## src/rtl/erpm_pkg.sv

```systemverilog
`timescale 1ns / 1ps

package erpm_pkg;

    localparam int NODE_ID_W  = 8;
    localparam int SEQ_W      = 16;
    localparam int ONSET_W    = 37;
    localparam int ARRIVAL_W  = 32;
    localparam int WINDOW_W   = 24;
    localparam int AGE_W      = 16;
    localparam int DELTA_W    = 25;
    localparam int DIST_W     = 34;
    localparam int OUT_NODE_W = 6;
    localparam int DIFF_W     = 38;
    localparam int CFG_IDX_W  = 2;
    localparam int CFG_DATA_W = WINDOW_W;

    localparam logic [CFG_IDX_W-1:0] CFG_PAIR_WINDOW = 2'd0;
    localparam logic [CFG_IDX_W-1:0] CFG_AGE_LIMIT   = 2'd1;

    localparam logic [WINDOW_W-1:0] WINDOW_RESET = 24'd600000;
    localparam logic [AGE_W-1:0]    AGE_RESET    = 16'd3000;

    localparam logic signed [DIFF_W-1:0] DAY_US      = 38'sd86400000000;
    localparam logic signed [DIFF_W-1:0] HALF_DAY_US = 38'sd43200000000;
    localparam logic signed [DIST_W-1:0] SOUND_SPEED = 34'sd343;

    typedef struct packed {
        logic load_in;
        logic seq_rd;
        logic seq_wr;
        logic walk_start;
        logic walk_issue;
        logic ring_wr;
        logic emit_rd;
        logic emit_ld;
    } erpm_cmd_t;

    typedef struct packed {
        logic node_ok;
        logic dup;
        logic issue_last;
        logic pipe_busy;
        logic has_match;
        logic emit_last;
        logic out_free;
    } erpm_sts_t;

endpackage

```

## src/rtl/erpm_ctrl.sv

```systemverilog
`timescale 1ns / 1ps

module erpm_ctrl (
    input  logic                 clk,
    input  logic                 rst_n,
    input  logic                 in_valid,
    output logic                 in_ready,
    input  erpm_pkg::erpm_sts_t  sts,
    output erpm_pkg::erpm_cmd_t  cmd
);
    import erpm_pkg::*;

    typedef enum logic [6:0] {
        S_IDLE    = 7'b0000001,
        S_SEQ_RD  = 7'b0000010,
        S_SEQ_CHK = 7'b0000100,
        S_WALK    = 7'b0001000,
        S_DRAIN   = 7'b0010000,
        S_EMIT_RD = 7'b0100000,
        S_EMIT_LD = 7'b1000000
    } state_t;

    state_t state_reg;
    state_t state_next;

    always_ff @(posedge clk or negedge rst_n)
    begin
        if (!rst_n)
        begin
            state_reg <= S_IDLE;
        end
        else
        begin
            state_reg <= state_next;
        end
    end

    assign in_ready = (state_reg == S_IDLE);

    always_comb
    begin
        cmd        = '0;
        state_next = state_reg;
        unique case (state_reg)
            S_IDLE:
            begin
                cmd.load_in = in_valid;
                if (in_valid)
                begin
                    state_next = S_SEQ_RD;
                end
            end
            S_SEQ_RD:
            begin
                if (sts.node_ok)
                begin
                    cmd.seq_rd = 1'b1;
                    state_next = S_SEQ_CHK;
                end
                else
                begin
                    state_next = S_IDLE;
                end
            end
            S_SEQ_CHK:
            begin
                if (sts.dup)
                begin
                    state_next = S_IDLE;
                end
                else
                begin
                    cmd.seq_wr     = 1'b1;
                    cmd.walk_start = 1'b1;
                    state_next     = S_WALK;
                end
            end
            S_WALK:
            begin
                cmd.walk_issue = 1'b1;
                if (sts.issue_last)
                begin
                    state_next = S_DRAIN;
                end
            end
            S_DRAIN:
            begin
                // slot reads are all done; wait for the compare pipe to empty
                if (!sts.pipe_busy)
                begin
                    cmd.ring_wr = 1'b1;
                    state_next  = sts.has_match ? S_EMIT_RD : S_IDLE;
                end
            end
            S_EMIT_RD:
            begin
                cmd.emit_rd = 1'b1;
                state_next  = S_EMIT_LD;
            end
            S_EMIT_LD:
            begin
                if (sts.out_free)
                begin
                    cmd.emit_ld = 1'b1;
                    state_next  = sts.emit_last ? S_IDLE : S_EMIT_RD;
                end
            end
            default:
            begin
                state_next = S_IDLE;
            end
        endcase
    end

endmodule

```

## src/rtl/erpm_dpath.sv

```systemverilog
`timescale 1ns / 1ps

module erpm_dpath #(
    parameter int RING_DEPTH = 16,
    parameter int NODE_COUNT = 64
) (
    input  logic                                   clk,
    input  logic                                   rst_n,
    input  erpm_pkg::erpm_cmd_t                    cmd,
    output erpm_pkg::erpm_sts_t                    sts,
    input  logic [erpm_pkg::WINDOW_W-1:0]          pair_window_us,
    input  logic [erpm_pkg::AGE_W-1:0]             age_limit_ms,
    input  logic [erpm_pkg::NODE_ID_W-1:0]         node_id,
    input  logic [erpm_pkg::SEQ_W-1:0]             seq_num,
    input  logic [erpm_pkg::ONSET_W-1:0]           onset_time,
    input  logic [erpm_pkg::ARRIVAL_W-1:0]         arrival_ms,
    input  logic                                   out_ready,
    output logic                                   out_valid,
    output logic [erpm_pkg::OUT_NODE_W-1:0]        this_node,
    output logic [erpm_pkg::OUT_NODE_W-1:0]        other_node,
    output logic signed [erpm_pkg::DELTA_W-1:0]    delta_us,
    output logic signed [erpm_pkg::DIST_W-1:0]     delta_dist_um,
    output logic                                   last
);
    import erpm_pkg::*;

    localparam int NODE_W  = $clog2(NODE_COUNT);
    localparam int RING_W  = $clog2(RING_DEPTH);
    localparam int CNT_W   = $clog2(RING_DEPTH + 1);
    localparam int ENTRY_W = NODE_W + ONSET_W + ARRIVAL_W;
    localparam int RES_W   = NODE_W + DELTA_W;
    localparam logic [CNT_W-1:0]       DEPTH_CNT  = CNT_W'(RING_DEPTH);
    localparam logic [RING_W-1:0]      LAST_SLOT  = RING_W'(RING_DEPTH - 1);
    localparam logic [NODE_ID_W:0]     NODE_LIMIT = (NODE_ID_W + 1)'(NODE_COUNT);

    // current report
    logic [NODE_ID_W-1:0] node_reg;
    logic [SEQ_W-1:0]     seq_reg;
    logic [ONSET_W-1:0]   onset_reg;
    logic [ARRIVAL_W-1:0] arrival_reg;
    logic [NODE_W-1:0]    node_idx;

    always_ff @(posedge clk)
    begin
        if (cmd.load_in)
        begin
            node_reg    <= node_id;
            seq_reg     <= seq_num;
            onset_reg   <= onset_time;
            arrival_reg <= arrival_ms;
        end
    end

    assign node_idx    = node_reg[NODE_W-1:0];
    assign sts.node_ok = ({1'b0, node_reg} < NODE_LIMIT);

    // repeat filter: seen flags in flops, last sequence in a memory
    logic [NODE_COUNT-1:0] seen_reg;
    logic [SEQ_W-1:0]      seq_mem [NODE_COUNT];
    logic [SEQ_W-1:0]      seq_rdata_reg;

    always_ff @(posedge clk)
    begin
        if (cmd.seq_wr)
        begin
            seq_mem[node_idx] <= seq_reg;
        end
        if (cmd.seq_rd)
        begin
            seq_rdata_reg <= seq_mem[node_idx];
        end
    end

    always_ff @(posedge clk or negedge rst_n)
    begin
        if (!rst_n)
        begin
            seen_reg <= '0;
        end
        else if (cmd.seq_wr)
        begin
            seen_reg[node_idx] <= 1'b1;
        end
    end

    assign sts.dup = seen_reg[node_idx] && (seq_rdata_reg == seq_reg);

    // report ring
    logic [ENTRY_W-1:0]    ring_mem [RING_DEPTH];
    logic [ENTRY_W-1:0]    ring_rdata_reg;
    logic [RING_DEPTH-1:0] ring_valid_reg;
    logic [RING_W-1:0]     wr_ptr_reg;
    logic [CNT_W-1:0]      issue_cnt_reg;
    logic [RING_W-1:0]     issue_addr;

    assign issue_addr     = issue_cnt_reg[RING_W-1:0];
    assign sts.issue_last = (issue_cnt_reg == DEPTH_CNT - CNT_W'(1));

    always_ff @(posedge clk)
    begin
        if (cmd.ring_wr)
        begin
            ring_mem[wr_ptr_reg] <= {node_idx, onset_reg, arrival_reg};
        end
        if (cmd.walk_issue)
        begin
            ring_rdata_reg <= ring_mem[issue_addr];
        end
    end

    always_ff @(posedge clk or negedge rst_n)
    begin
        if (!rst_n)
        begin
            ring_valid_reg <= '0;
            wr_ptr_reg     <= '0;
        end
        else if (cmd.ring_wr)
        begin
            ring_valid_reg[wr_ptr_reg] <= 1'b1;
            wr_ptr_reg <= (wr_ptr_reg == LAST_SLOT) ? '0 : wr_ptr_reg + RING_W'(1);
        end
    end

    // compare pipe: read, age/node/diff, day wrap, window
    logic                     p1_v_reg;
    logic                     p2_v_reg;
    logic                     p3_v_reg;
    logic [NODE_W-1:0]        p2_node_reg;
    logic [NODE_W-1:0]        p3_node_reg;
    logic signed [DIFF_W-1:0] p2_diff_reg;
    logic signed [DIFF_W-1:0] p3_d_reg;

    logic [NODE_W-1:0]        r_node;
    logic [ONSET_W-1:0]       r_onset;
    logic [ARRIVAL_W-1:0]     r_arrival;
    logic [ARRIVAL_W-1:0]     age;
    logic                     age_ok;
    logic                     node_ne;
    logic signed [DIFF_W-1:0] diff;
    logic signed [DIFF_W-1:0] wrapped;
    logic signed [DIFF_W-1:0] win_s;
    logic                     match;

    assign {r_node, r_onset, r_arrival} = ring_rdata_reg;
    assign age     = arrival_reg - r_arrival;
    assign age_ok  = (age <= ARRIVAL_W'(age_limit_ms));
    assign node_ne = (r_node != node_idx);
    assign diff    = signed'(DIFF_W'(onset_reg)) - signed'(DIFF_W'(r_onset));

    always_comb
    begin
        wrapped = p2_diff_reg;
        if (p2_diff_reg > HALF_DAY_US)
        begin
            wrapped = p2_diff_reg - DAY_US;
        end
        else if (p2_diff_reg < -HALF_DAY_US)
        begin
            wrapped = p2_diff_reg + DAY_US;
        end
    end

    assign win_s = signed'(DIFF_W'(pair_window_us));
    assign match = p3_v_reg && (p3_d_reg <= win_s) && (p3_d_reg >= -win_s);

    always_ff @(posedge clk or negedge rst_n)
    begin
        if (!rst_n)
        begin
            p1_v_reg <= 1'b0;
            p2_v_reg <= 1'b0;
            p3_v_reg <= 1'b0;
        end
        else
        begin
            p1_v_reg <= cmd.walk_issue && ring_valid_reg[issue_addr];
            p2_v_reg <= p1_v_reg && age_ok && node_ne;
            p3_v_reg <= p2_v_reg;
        end
    end

    always_ff @(posedge clk)
    begin
        p2_node_reg <= r_node;
        p2_diff_reg <= diff;
        p3_node_reg <= p2_node_reg;
        p3_d_reg    <= wrapped;
    end

    assign sts.pipe_busy = p1_v_reg || p2_v_reg || p3_v_reg;

    // matches are packed into a small result memory, then replayed
    logic [RES_W-1:0] res_mem [RING_DEPTH];
    logic [RES_W-1:0] res_rdata_reg;
    logic [CNT_W-1:0] match_cnt_reg;
    logic [CNT_W-1:0] emit_cnt_reg;

    always_ff @(posedge clk)
    begin
        if (match)
        begin
            res_mem[match_cnt_reg[RING_W-1:0]] <= {p3_node_reg, p3_d_reg[DELTA_W-1:0]};
        end
        if (cmd.emit_rd)
        begin
            res_rdata_reg <= res_mem[emit_cnt_reg[RING_W-1:0]];
        end
    end

    always_ff @(posedge clk or negedge rst_n)
    begin
        if (!rst_n)
        begin
            issue_cnt_reg <= '0;
            match_cnt_reg <= '0;
            emit_cnt_reg  <= '0;
        end
        else
        begin
            if (cmd.walk_start)
            begin
                issue_cnt_reg <= '0;
                match_cnt_reg <= '0;
                emit_cnt_reg  <= '0;
            end
            else
            begin
                if (cmd.walk_issue)
                begin
                    issue_cnt_reg <= issue_cnt_reg + CNT_W'(1);
                end
                if (match)
                begin
                    match_cnt_reg <= match_cnt_reg + CNT_W'(1);
                end
                if (cmd.emit_ld)
                begin
                    emit_cnt_reg <= emit_cnt_reg + CNT_W'(1);
                end
            end
        end
    end

    assign sts.has_match = (match_cnt_reg != '0);
    assign sts.emit_last = (emit_cnt_reg == match_cnt_reg - CNT_W'(1));

    // output beat register
    logic                     out_valid_reg;
    logic [OUT_NODE_W-1:0]    this_node_reg;
    logic [OUT_NODE_W-1:0]    other_node_reg;
    logic signed [DELTA_W-1:0] delta_reg;
    logic signed [DIST_W-1:0]  dist_reg;
    logic                     last_reg;
    logic signed [DELTA_W-1:0] res_delta;
    logic signed [DIST_W-1:0]  res_delta_ext;

    assign res_delta     = res_rdata_reg[DELTA_W-1:0];
    assign res_delta_ext = DIST_W'(res_delta);
    assign sts.out_free  = !out_valid_reg || out_ready;

    always_ff @(posedge clk or negedge rst_n)
    begin
        if (!rst_n)
        begin
            out_valid_reg <= 1'b0;
        end
        else if (cmd.emit_ld)
        begin
            out_valid_reg <= 1'b1;
        end
        else if (out_ready)
        begin
            out_valid_reg <= 1'b0;
        end
    end

    always_ff @(posedge clk)
    begin
        if (cmd.emit_ld)
        begin
            this_node_reg  <= node_reg[OUT_NODE_W-1:0];
            other_node_reg <= OUT_NODE_W'(res_rdata_reg[RES_W-1:DELTA_W]);
            delta_reg      <= res_delta;
            dist_reg       <= res_delta_ext * SOUND_SPEED;
            last_reg       <= sts.emit_last;
        end
    end

    assign out_valid     = out_valid_reg;
    assign this_node     = this_node_reg;
    assign other_node    = other_node_reg;
    assign delta_us      = delta_reg;
    assign delta_dist_um = dist_reg;
    assign last          = last_reg;

endmodule

```

## src/rtl/event_report_pair_matcher.sv

```systemverilog
`timescale 1ns / 1ps
// A dropped report returns to idle from the sequence read or check; a kept one walks
// every ring slot (one slot read per cycle), then waits for the compare pipe to drain.
// Each pair is then read from the result memory and loaded into the output register.
// One report at a time: no new report is taken until the last pair has been loaded.
// Reset (async, active low) clears seen flags, ring valid bits, write pointer, FSM
// and output valid; window and age limit return to 600000 us and 3000 ms.

module event_report_pair_matcher #(
    parameter int RING_DEPTH = 16,
    parameter int NODE_COUNT = 64
) (
    input  logic                                   clk,
    input  logic                                   rst_n,
    input  logic                                   cfg_wr_en,
    input  logic [erpm_pkg::CFG_IDX_W-1:0]         cfg_index,
    input  logic [erpm_pkg::CFG_DATA_W-1:0]        cfg_data,
    input  logic                                   in_valid,
    output logic                                   in_ready,
    input  logic [erpm_pkg::NODE_ID_W-1:0]         node_id,
    input  logic [erpm_pkg::SEQ_W-1:0]             seq_num,
    input  logic [erpm_pkg::ONSET_W-1:0]           onset_time,
    input  logic [erpm_pkg::ARRIVAL_W-1:0]         arrival_ms,
    output logic                                   out_valid,
    input  logic                                   out_ready,
    output logic [erpm_pkg::OUT_NODE_W-1:0]        this_node,
    output logic [erpm_pkg::OUT_NODE_W-1:0]        other_node,
    output logic signed [erpm_pkg::DELTA_W-1:0]    delta_us,
    output logic signed [erpm_pkg::DIST_W-1:0]     delta_dist_um,
    output logic                                   last
);
    import erpm_pkg::*;

    logic [WINDOW_W-1:0] window_reg;
    logic [AGE_W-1:0]    age_reg;
    erpm_cmd_t           cmd;
    erpm_sts_t           sts;

    always_ff @(posedge clk or negedge rst_n)
    begin
        if (!rst_n)
        begin
            window_reg <= WINDOW_RESET;
            age_reg    <= AGE_RESET;
        end
        else if (cfg_wr_en)
        begin
            if (cfg_index == CFG_PAIR_WINDOW)
            begin
                window_reg <= cfg_data[WINDOW_W-1:0];
            end
            if (cfg_index == CFG_AGE_LIMIT)
            begin
                age_reg <= cfg_data[AGE_W-1:0];
            end
        end
    end

    erpm_ctrl u_ctrl (
        .clk      (clk),
        .rst_n    (rst_n),
        .in_valid (in_valid),
        .in_ready (in_ready),
        .sts      (sts),
        .cmd      (cmd)
    );

    erpm_dpath #(
        .RING_DEPTH (RING_DEPTH),
        .NODE_COUNT (NODE_COUNT)
    ) u_dpath (
        .clk            (clk),
        .rst_n          (rst_n),
        .cmd            (cmd),
        .sts            (sts),
        .pair_window_us (window_reg),
        .age_limit_ms   (age_reg),
        .node_id        (node_id),
        .seq_num        (seq_num),
        .onset_time     (onset_time),
        .arrival_ms     (arrival_ms),
        .out_ready      (out_ready),
        .out_valid      (out_valid),
        .this_node      (this_node),
        .other_node     (other_node),
        .delta_us       (delta_us),
        .delta_dist_um  (delta_dist_um),
        .last           (last)
    );

    // ring slot must not be overwritten while compares are still in flight
    a_no_ring_wr_busy: assert property (@(posedge clk) disable iff (!rst_n)
        sts.pipe_busy |-> !cmd.ring_wr)
        else $error("ring written during compare walk");

    // a waiting beat is never overwritten
    a_no_out_overrun: assert property (@(posedge clk) disable iff (!rst_n)
        cmd.emit_ld |-> sts.out_free)
        else $error("output register overrun");

    // more beats of this report follow, so no new report may be taken
    a_busy_until_last: assert property (@(posedge clk) disable iff (!rst_n)
        out_valid && !last |-> !in_ready)
        else $error("new report taken before final pair beat");

endmodule
```

## config.mk

```make
export PLATFORM = sky130hd
export DESIGN_NAME = event_report_pair_matcher
export DESIGN_NICKNAME = d
export VERILOG_FILES = /design/src/rtl/erpm_pkg.sv /design/src/rtl/erpm_ctrl.sv /design/src/rtl/erpm_dpath.sv /design/src/rtl/event_report_pair_matcher.sv
export SDC_FILE = /design/constraint.sdc
export NUM_CORES = 2
export LEC_CHECK = 0
export BUFFER_PORTS_ARGS = -buffer_cell sky130_fd_sc_hd__buf_2
export CORE_MARGIN = 2
export CORE_UTILIZATION = 50
export DETAILED_ROUTE_END_ITERATION = 7
export GPL_ROUTABILITY_DRIVEN = 0
export GPL_TIMING_DRIVEN = 0
export PLACE_DENSITY = 0.67
export SYNTH_ARGS = -nofsm -noshare
export SYNTH_HDL_FRONTEND = slang
export SYNTH_SLANG_ARGS = --single-unit
```

## constraint.sdc

```tcl
create_clock -name clk -period 11.2 [get_ports clk]
set_input_delay 0.56 -clock clk [delete_from_list [all_inputs] [get_ports clk]]
set_output_delay 0.56 -clock clk [all_outputs]
set_load 0.02 [all_outputs]
```

==> reports/metrics.yaml <==
status: "complete, but fails checks"
violations: "design-rule violations, max-capacitance violations, max-slew violations"
areaGrowthSynthToFinish_pct: 17.1
crit_slowest_cell: "sky130_fd_sc_hd__clkbuf_1"
start_kind: "register"
grt_first_pass_wirelength_um: 516000
instances_no_fill: 11452
synth_edf_count: 3006
synthesis.yosys.warnings: 0
place_inst: 10728
rows: 186
synth_nets: 7416
overall_global_routing_resource_usage_pct: 27.4
maxcap_viol_count: 10
floorplan.io_pins: 198
routed_wirelength_um: 363000
tritoncts_num_sinks: 3244
detail_route.wl_per_cell_um: 31.7
buffer_and_inverter_count_on_the_worst_path: 6
worstSkewPairLatency_ns: 1.00
yosys_most_used_dff: "sky130_fd_sc_hd__edfxtp_1"
finish.net_count: 8305
power.leakage_uw: 0.0505
cts_root_buffer: "sky130_fd_sc_hd__clkbuf_16"
end_kind: "register"
number_of_drc_violations_after_detailed_routing: 1
starting_density_of_the_core_pct: 50.4
largest_register: "u_dpath.ring_mem"
postSynth.asyncResetShare_pct: 4.62
ant_nets: 0
fin_crit_ns: 7.60
timing_worst_slew_pin_value_ns: 1.62
yosys_register_bits: 3244
detail_route.vias_per_cell: 6.32
criticalPathCategory: "reg -> reg"
postLayoutSetupSlackWorst_ns: 3.60
post-cts-setup-buffers: 0
drt_iter0_markers: 10408
yosysSeqAreaShare_pct: 74.0
post_synth_instance_area_mm2: 0.130
postLayoutCoreUtil_pct: 59.0
largest_register_ffs: 1200
critPathMaxFanout: 18
dp_hpwl_um: 242000
count_of_pins_over_their_slew_limit: 69
first_global_vias: 72679
worst-endpoint-arrival_ns: 8.28
peakVddDrop_mv: 0.181
rsz0062_at_grt: "no"
timing.critical_path.required_ns: 11.88
via_count: 72425
slew_limit_headroom_pct: -8.01
floorplan.die.height_um: 513
clock_tree_from_tritoncts: "done"
max_clock_freq_mhz: 132
share_of_the_cycle_needed_by_the_critical_path_after_routing_pct: 67.8
holdCritPathClass: "in -> reg"
h-tree-depth: 5
post_cts_hold_buffer_count: 116
core_area_mm2: 0.257
overflow: 0
grt_max_degree: 89
place.port_buffers: 197
share_of_final_layout_standard_cells_stronger_than_drive_strength_1_pct: 20.6
fillerInstances: 18416
crit_path_max_incr_delay_ns: 1.01
avgSynthCellArea_um2: 18.7
gate_count_after_technology_mapping: 6916
yosysUniqueCellTypes: 93
critical_path.top_delay_family: "buffers and inverters"
clk_skew_ns: 0.0957
power.density_mw_per_mm2: 193
worstPathCellList: "buf_2, nor3b_1, clkbuf_1, clkbuf_1, buf_1, buf_1, nand2_1, nor2_2, buf_8"
cts_resized: 0
final_hold_viol_count: 0
dieArea_mm2: 0.263
clock_edge_transition_at_the_registers_on_the_reported_setup_and_hold_paths_ns: 0.06
finalSetupViolations: 0
drt-pass1-iter-count: 8
antenna_found_initial: 20
area.sequential_mm2: 0.0958
multi_input_area_mm2: 0.0315
pre_cts_ws_ns: 4.05
cts_buffers: 342
clk_path_buf_depth: 4
floorplan.die.width_um: 513
## final timing paths
check                                          to              startpoint  cells past startpoint  slack [ns]
min                           u_ctrl.state_reg[1]                in_valid                      3        0.03
max reg2reg                u_dpath.seq_mem[52][3]     u_dpath.node_reg[2]                      9        3.60
min in group asynchronous    u_dpath.seen_reg[59]                   rst_n                      3        0.14
max in group asynchronous          window_reg[19]                   rst_n                      4       10.14
max                        u_dpath.seq_mem[52][3]     u_dpath.node_reg[2]                      9        3.60
min reg2reg                u_dpath.p3_node_reg[5]  u_dpath.p2_node_reg[5]                      0        0.34
## cell families (layout without fill, tap and decap cells)
kind of cell               Yosys count  in the layout  share of synthesized area [%]
DFF                               3244           3244                           74.0
AOI/OAI and AO/OA                 1120           1120                           6.21
other                                0              9                              0
and+or+nand+nor                    774            774                           3.05
muxes                              556            556                           9.48
xor gates and xnor gates           162            162                           1.10
adders and majority gates          376            376                           4.19
buffers and inverters              684           1827                           2.02
## synthesized netlist by cell type, drive strengths merged, types with 8 or more instances
cell type / n / area [µm²]
mux4: 535 / 12000
o21ai: 98 / 494
a31oi: 130 / 828
nor3b: 9 / 67.6
a21o: 61 / 459
nand2: 140 / 533
a211oi: 15 / 113
clkbuf: 227 / 852
xnor2: 119 / 1040
nor4: 54 / 350
nor3: 62 / 310
a221oi: 114 / 998
buf: 86 / 370
or3: 9 / 57.6
nand4: 67 / 419
nor2b: 24 / 150
fa: 97 / 1940
or2: 84 / 526
nand3: 53 / 270
mux2: 18 / 203
xor2: 43 / 377
edfxtp: 3006 / 90300
a21oi: 144 / 724
dfstp: 16 / 420
a21boi: 8 / 60.1
nor2: 199 / 747
dfxtp: 88 / 1760
a22o: 110 / 963
inv: 371 / 1390
o21a: 14 / 105
nand2b: 22 / 138
and3: 12 / 80.1
a22oi: 330 / 2480
ha: 279 / 3490
o22ai: 8 / 50.1
o21bai: 23 / 173
dfrtp: 134 / 3350
nand3b: 9 / 67.6
and2: 9 / 56.3
## metrics by stage
step | hold WS (ns) | TNS, ns | cell area (µm²) | total power (µW)
floorplan | 0.264 | 0 | 130000 | 16600
global placement | 0.316 | -1197.11 | 135000 | 18000
detailed placement | 0.329 | 0 | 140000 | 18200
CTS | 0.0109 | 0 | 152000 | 29300
global route | 0.0102 | 0 | 152000 | 30100
finish | 0.0299 | 0 | 152000 | 29300
## cell type report
cell class | count | share of cell area [%]
clock inverters | 144 | 1.06
clock buffers | 454 | 6.14
inverters | 371 | 0.921
diodes | 9 | 0.0148
well taps | 3384 | 2.79
plain buffers | 313 | 0.810
flip-flops and latches | 3244 | 63.1
multi-input cells | 2988 | 20.8
repair buffers | 545 | 4.33
## worst reg2reg max path: cells and delay by family, from the launching register on
family | cells | cell delay [ns]
buf+inv | 6 | 4.49
flops | 1 | 0.84
simple gates | 3 | 2.01
## metal layers
layer,up-vias,part of all wire (%),global-route usage (%),routed length [µm]
li1,29754,-,-,-
met1,37231,37,36.1,134000
met2,4454,47,43.4,171000
met3,968,11,6.63,38500
met4,18,5.2,12.8,19000
met5,-,0.036,0.0731,130
## layout by cell type (no fill, tap or decap), types with 55 or more instances in the layout
cell                            instances
sky130_fd_sc_hd__buf_16                73
sky130_fd_sc_hd__o21ai_0               94
sky130_fd_sc_hd__dfrtp_1              134
sky130_fd_sc_hd__fa_1                  97
sky130_fd_sc_hd__edfxtp_1            3006
sky130_fd_sc_hd__nor2_1               113
sky130_fd_sc_hd__buf_6                 58
sky130_fd_sc_hd__a22oi_1              330
sky130_fd_sc_hd__clkbuf_16            348
sky130_fd_sc_hd__xnor2_1              119
sky130_fd_sc_hd__mux4_2               535
sky130_fd_sc_hd__nand4_1               67
sky130_fd_sc_hd__inv_1                365
sky130_fd_sc_hd__buf_8                 55
sky130_fd_sc_hd__clkbuf_1             309
sky130_fd_sc_hd__a21oi_1              143
sky130_fd_sc_hd__a22o_1               110
sky130_fd_sc_hd__dlygate4sd3_1        116
sky130_fd_sc_hd__a31oi_1              129
sky130_fd_sc_hd__nand2_1              137
sky130_fd_sc_hd__a221oi_1             114
sky130_fd_sc_hd__buf_2                204
sky130_fd_sc_hd__a21o_1                60
sky130_fd_sc_hd__ha_1                 279
sky130_fd_sc_hd__nor2_2                64
sky130_fd_sc_hd__buf_1                 72
sky130_fd_sc_hd__dfxtp_1               88
## where the power goes
group          internal [µW]  switching, µW
Combinational           1230           2130
Sequential             14100            701
Clock                   6550           4610
Total                  21900           7440
Note: power is estimated with default switching activity, not from simulation.
